<file path="src/fvgn_pkg.sv">
// Shared constants, pipeline record types and constant tables for the
// fluid velocity and gaussian norm block. Depends on nothing.
package fvgn_pkg;

	// Number formats.
	localparam int FRAC_BITS     = 16;
	localparam int KERNEL_RADIUS = 4;
	localparam int WIN           = 2 * KERNEL_RADIUS + 1;
	localparam int VEL_W         = 22;
	localparam int NORM_W        = 24;
	localparam int GAUSS_W       = 17;
	localparam int ROW_W         = GAUSS_W + 4;
	localparam int SUM_W         = GAUSS_W + 7;
	localparam int DSR_W         = SUM_W;

	// Pipeline depths.
	localparam int SERIES_TERMS = 16;
	localparam int DECAY_STEPS  = 31;
	localparam int LANE_LAT     = 3 + 2 * SERIES_TERMS + DECAY_STEPS + 1;
	localparam int DIV_BITS     = 33;
	localparam int SIDE_DEPTH   = LANE_LAT + 2 + DIV_BITS;

	// Arithmetic constants.
	localparam int GRAVITY_LSB = ((1 << FRAC_BITS) + 50) / 100;
	localparam logic [31:0] EXP_NEG1_Q32 = 32'd1580030169;
	localparam logic [NORM_W-1:0] NORM_MAX = {NORM_W{1'b1}};

	// Reciprocals ceil(2^38 / k) for exact truncating division by k = 1..16.
	localparam int RECIP_SHIFT = 38;
	localparam logic [38:0] RSH = 39'd1 << RECIP_SHIFT;
	localparam logic [38:0] RECIP_TAB [16] = '{
		(RSH + 39'd0) / 39'd1,   (RSH + 39'd1) / 39'd2,
		(RSH + 39'd2) / 39'd3,   (RSH + 39'd3) / 39'd4,
		(RSH + 39'd4) / 39'd5,   (RSH + 39'd5) / 39'd6,
		(RSH + 39'd6) / 39'd7,   (RSH + 39'd7) / 39'd8,
		(RSH + 39'd8) / 39'd9,   (RSH + 39'd9) / 39'd10,
		(RSH + 39'd10) / 39'd11, (RSH + 39'd11) / 39'd12,
		(RSH + 39'd12) / 39'd13, (RSH + 39'd13) / 39'd14,
		(RSH + 39'd14) / 39'd15, (RSH + 39'd15) / 39'd16
	};

	// Configuration register indexes.
	localparam logic [2:0] REG_FRAME_W = 3'd0;
	localparam logic [2:0] REG_FRAME_H = 3'd1;
	localparam logic [2:0] REG_WALL_LX = 3'd2;
	localparam logic [2:0] REG_WALL_LY = 3'd3;
	localparam logic [2:0] REG_WALL_HX = 3'd4;
	localparam logic [2:0] REG_WALL_HY = 3'd5;

	// Record handed along the Taylor series cells.
	typedef struct packed {
		logic [32:0]        term;
		logic signed [34:0] acc;
		logic [15:0]        f;
		logic [4:0]         n;
		logic               big;
	} series_t;

	// Record handed along the integer decay cells.
	typedef struct packed {
		logic [32:0] r;
		logic [4:0]  n;
		logic        big;
	} decay_t;

	// Record handed along the divider cells.
	typedef struct packed {
		logic [DSR_W-1:0]    rem;
		logic [DIV_BITS-1:0] num;
		logic [DIV_BITS-1:0] quo;
		logic [DSR_W-1:0]    dsr;
		logic                zero;
	} div_t;

endpackage

</file>
<file path="src/fvgn_div_cell.sv">
// One quotient bit of the pipelined restoring divider for the norm.
// Depends on fvgn_pkg for the record type.
module fvgn_div_cell (
	input  logic           clk,
	input  logic           en,
	input  fvgn_pkg::div_t din,
	output fvgn_pkg::div_t dout
);
	import fvgn_pkg::*;

	logic [DSR_W:0] trial;
	logic           fits;
	div_t           nxt_c;

	assign trial = {din.rem, din.num[DIV_BITS-1]};
	assign fits  = trial >= {1'b0, din.dsr};

	always_comb begin
		nxt_c     = din;
		nxt_c.num = {din.num[DIV_BITS-2:0], 1'b0};
		nxt_c.quo = {din.quo[DIV_BITS-2:0], fits};
		if (fits) begin
			nxt_c.rem = DSR_W'(trial - {1'b0, din.dsr});
		end else begin
			nxt_c.rem = trial[DSR_W-1:0];
		end
	end

	always_ff @(posedge clk) begin
		if (en) begin
			dout <= nxt_c;
		end
	end

endmodule

</file>
<file path="config.mk">
export PLATFORM = sky130hd
export DESIGN_NAME = fvgn_div_cell
export DESIGN_NICKNAME = d
export VERILOG_FILES = /design/src/fvgn_pkg.sv /design/src/fvgn_div_cell.sv
export SDC_FILE = /design/constraint.sdc
export NUM_CORES = 1
export LEC_CHECK = 0
export ABC_AREA = 1
export BUFFER_PORTS_ARGS = -buffer_cell sky130_fd_sc_hd__buf_2
export CAP_MARGIN = 5
export CORE_MARGIN = 2
export CORE_UTILIZATION = 45
export DETAILED_ROUTE_END_ITERATION = 8
export MAX_ROUTING_LAYER = met4
export PLACE_DENSITY = 0.8
export SLEW_MARGIN = 20
export SYNTH_ARGS = -nofsm -noshare
export SYNTH_HDL_FRONTEND = slang
export SYNTH_SLANG_ARGS = --single-unit
</file>
<file path="constraint.sdc">
create_clock -name clk -period 3.18 [get_ports clk]
set_clock_uncertainty 0.1 [all_clocks]
set_input_delay 0.795 -clock clk [delete_from_list [all_inputs] [get_ports clk]]
set_output_delay 0.795 -clock clk [all_outputs]
set_load 0.03 [all_outputs]
</file>
# [Word level (Yosys, flattened, before mapping)]
# Index checks and enable logic that the tools add are counted.
[word_totals] reg_bits=114 inputBits=117 output_inout_bits=115 elab_cells=8
[op_classes] n_addsub=1 n_lt_le_gt_ge=1 n_mux=1
[ops] operator="$ge 25x24->1" count=1
[ops] operator="$mux 24" count=1
[ops] operator="$sub 24x24->24" count=1

# [Longest topological paths before layout]
[logic_depth] ltp_word=2 mapped_depth=14 depth_no_buf=14

# [Worst setup path before layout]
# No wires, ideal clock.
[synth_timing] path_type="in2reg" start="input din[12] (netlist bit)" end="register dout[111] (netlist bit) (data pin)" setup_ns=0.253 arrival_time_ns=2.146 t_required_ns=2.827 slack_ns=0.682 cell_stages=13 path_buffers=1 path_cell_list="inv_1 ha_1 nand2_1 inv_1 nand2_1 nand2_1 nand2_1 nand2_1 a21oi_4 nand3_4 buf_6 nand2_1 nand2_1"
[synth_lines] element="start: declaration" line="fvgn_div_cell.sv:6" rtl="input fvgn_pkg::div_t din,"
[synth_lines] element="end signal: assignment" line="fvgn_div_cell.sv:31" rtl="dout <= nxt_c;"
[synth_lines] element="end: declaration" line="fvgn_div_cell.sv:7" rtl="output fvgn_pkg::div_t dout"

==> flow_summary.toml <==
[clock_network]
clkSlewWorstSetupHoldPaths_ns = 0.06
cts_repair_resize_count = 0
postCtsHoldBufs = 0
clockBufferDepth = 2
clkSinkCount = 114
clock_tree.root_cell = "sky130_fd_sc_hd__clkbuf_16"
cts_htree_levels = 4
cts_tree = "yes"
postCtsSetupRepairBufs = 0
numCtsBuffers = 17

[run]
max_cap_viol_count = 0

[critical_path]
timing.critical_path.to_type = "flip-flop"
cells_along_the_critical_path = "buf_2 > inv_1 > ha_1 > nand2_1 > inv_1 > nand2_1 > nand2_1 > nand2_1 > nand2_1 > a21oi_4 > nand3_4 > nand2_1 > nand2_1"
cpMostUsedCell = "sky130_fd_sc_hd__nand2_1"
startpoint_type = "input pin"
cp_max_stage_cell = "sky130_fd_sc_hd__ha_1"
worstSetupPathType = "in -> reg"
critical_path.top_delay_family = "simple AND/OR/NAND/NOR gates"
timing.critical_path.required_ns = 3.24
critical_path.max_stage_delay_ns = 0.34
timing.critical_path.fanout_max = 25
worstPathBufferInverterCount = 3
worst_ep_arrival_time_ns = 2.60

[die]
die_height_um = 117
cell_row_count = 41
floorplan.die_area_sq_um = 13700
core_area_sq_um = 12600
ioPinCount = 232
die_width_um = 117
floorplan.initialDensity = 0.459

[synth]
yosys.cell_types.count = 26
syn-cell-area_sq_um = 5770
synth.yosys.seq_area_share = 0.593
postSynthRegisterBits = 114
synth_enable_flop_cells = 114
syn_avg_cell_area_sq_um = 9.59
syn_inst = 602
synth_top_area_cell = "sky130_fd_sc_hd__edfxtp_1"
synth.net_count = 744
synth-main-ff-cell = "sky130_fd_sc_hd__edfxtp_1"
synth_top_cell_area_share = 0.593
synth_area_leaders = "sky130_fd_sc_hd__edfxtp_1 59%, sky130_fd_sc_hd__nand2_1 14%, sky130_fd_sc_hd__inv_1 7.7%, sky130_fd_sc_hd__ha_1 5.2%, sky130_fd_sc_hd__nand4_1 3.1%"
async_reset_ff_frac = 0
yosysWarningCount = 0

[sta]
slew-limit-headroom = 0.662
period_minus_slack_ns = 2.54
clock.fmax_ghz = 0.394
worst_hold_slack_ns = 0.446
setup_repair_after_global_routing_missed_its_margin = "false"
report.final.setup_viol = 0
tcrit_tclk_final = 0.799
final_hold_viol_count = 0
timing_worst_slew_pin_value_ns = 0.506
final.setup.tns_ns = 0
final-max-slew-violation-count = 0

[placed_design]
place.gp.congestion = 0.924
post_detail_place_hpwl_um = 12200
dp.cells = 1000
place.port_buffers = 229

[power]
vdd_ir_max_mv = 0.270
power.density_nw_per_um2 = 603
power_leakage_nw = 3.95

[grt]
grt_first_pass_wirelength_um = 23600
grt_pass1_vias = 4719
largest_net_degree_at_the_start_of_global_routing = 76
gr-usage-all-layers = 0.242
grt_antenna_before_repair = 0
gr-total-overflow = 0

[final_layout]
finish.utilization = 0.615
antenna-diode-count = 0
drive_gt1_frac = 0.322
reg.largest.list = "dout: 114 flops"
area_growth_pct = 33.9
finish.net_count = 989
largest_register = "dout"
num-fill-cells = 1070
stdcell_count = 1032
number_of_flip_flops_in_the_largest_register = 114

[hold_path]
hold_start = "din[49]"
min_path_type = "in -> reg"
hold-path-endpoint = "dout[50]"
hold_path_depth = 1

[route]
routed_wirelength_um = 16000
routed_via_density = 4.68
final_antenna_net_count = 0
drt_pre_antenna_iters = 5
detail_route.wl_per_cell_um = 15.5
drt_iter0_drc = 459
drc = 0
vias = 4827

[status]
status = "completed"
-- through the flow --
| stage | setup slack (ns) | instance area [sq um] | total power [W] |
|---|---|---|---|
| after CTS | 0.637 | 7730 | 0.00469 |
| after detailed placement | 0.230 | 7140 | 0.00283 |
| after global placement | 0.240 | 7140 | 0.00282 |
| after global routing | 0.426 | 7730 | 0.00487 |
| final | 0.640 | 7730 | 0.00466 |
| after floorplan | 0.682 | 5770 | 0.00251 |
-- power breakdown --
group / internal, W / switching (W) / total (W) / leakage (nW)
clock network: 0.00116 / 0.000703 / 0.00186 / 0.278
registers: 0.00182 / 0.0000308 / 0.00185 / 1.11
logic: 0.000283 / 0.000669 / 0.000952 / 2.55
total: 0.00326 / 0.00140 / 0.00466 / 3.95
-- area by class of cell --
class / instances / area (sq um) / share of cell area
Sequential cell: 114 / 3420 / 0.443
Multi-Input combinational cell: 360 / 1840 / 0.238
Timing Repair Buffer: 235 / 1220 / 0.158
Inverter: 119 / 447 / 0.0578
Clock buffer: 17 / 425 / 0.0551
Tap cell: 172 / 215 / 0.0278
Clock inverter: 15 / 158 / 0.0204
-- synthesized netlist by cell type, types with 2 or more instances --
library cell                 n
sky130_fd_sc_hd__nand2_1   217
sky130_fd_sc_hd__ha_1       24
sky130_fd_sc_hd__nand3_4     2
sky130_fd_sc_hd__nor2_2      3
sky130_fd_sc_hd__nor3_2      2
sky130_fd_sc_hd__nor2_1     27
sky130_fd_sc_hd__edfxtp_1  114
sky130_fd_sc_hd__buf_6       2
sky130_fd_sc_hd__xor2_1     10
sky130_fd_sc_hd__nand3_1    26
sky130_fd_sc_hd__buf_2       6
sky130_fd_sc_hd__inv_1     118
sky130_fd_sc_hd__nand4_1    29
sky130_fd_sc_hd__a21oi_1    10
-- layout by cell type, fill, tap and decap left out, drive strengths merged, types with 2 or more instances in the layout --
| cell | n |
|---|---|
| bufinv | 2 |
| edfxtp | 114 |
| nand3 | 29 |
| buf | 235 |
| a21oi | 11 |
| clkinvlp | 3 |
| inv | 122 |
| nand4 | 29 |
| nand2 | 217 |
| nor3 | 4 |
| xor2 | 10 |
| clkbuf | 17 |
| ha | 24 |
| clkinv | 7 |
| nor2 | 30 |
-- routing by layer --
| metal | vias up | global-route usage | routed length [um] |
|---|---|---|---|
| met1 | 2188 | 0.262 | 6110 |
| met2 | 174 | 0.409 | 8020 |
| met3 | 31 | 0.0747 | 1380 |
| met5 | - | - | 0 |
| met4 | 0 | 0.109 | 491 |
| li1 | 2434 | - | - |
-- logic make-up (layout without fill, tap and decap cells) --
logic type / Yosys count / in the layout / share of synthesized area
xor+xnor: 11 / 11 / 0.0167
flops: 114 / 114 / 0.593
other cells: 1 / 1 / 0.000650
fa+ha+maj: 25 / 25 / 0.0555
buf+inv: 128 / 386 / 0.0878
compound gates: 12 / 12 / 0.0128
simple gates: 311 / 311 / 0.233
-- worst max path at each step --
stage | cells after the start | endpoint | from
after floorplan | 13 | dout[111] | din[12]
after global placement | 13 | dout[114] | din[12]
after detailed placement | 13 | dout[113] | din[16]
after CTS | 13 | dout[109] | din[16]
after global routing | 13 | dout[109] | din[12]
final | 13 | dout[109] | din[12]
Note: power is estimated with default switching activity, not from simulation.
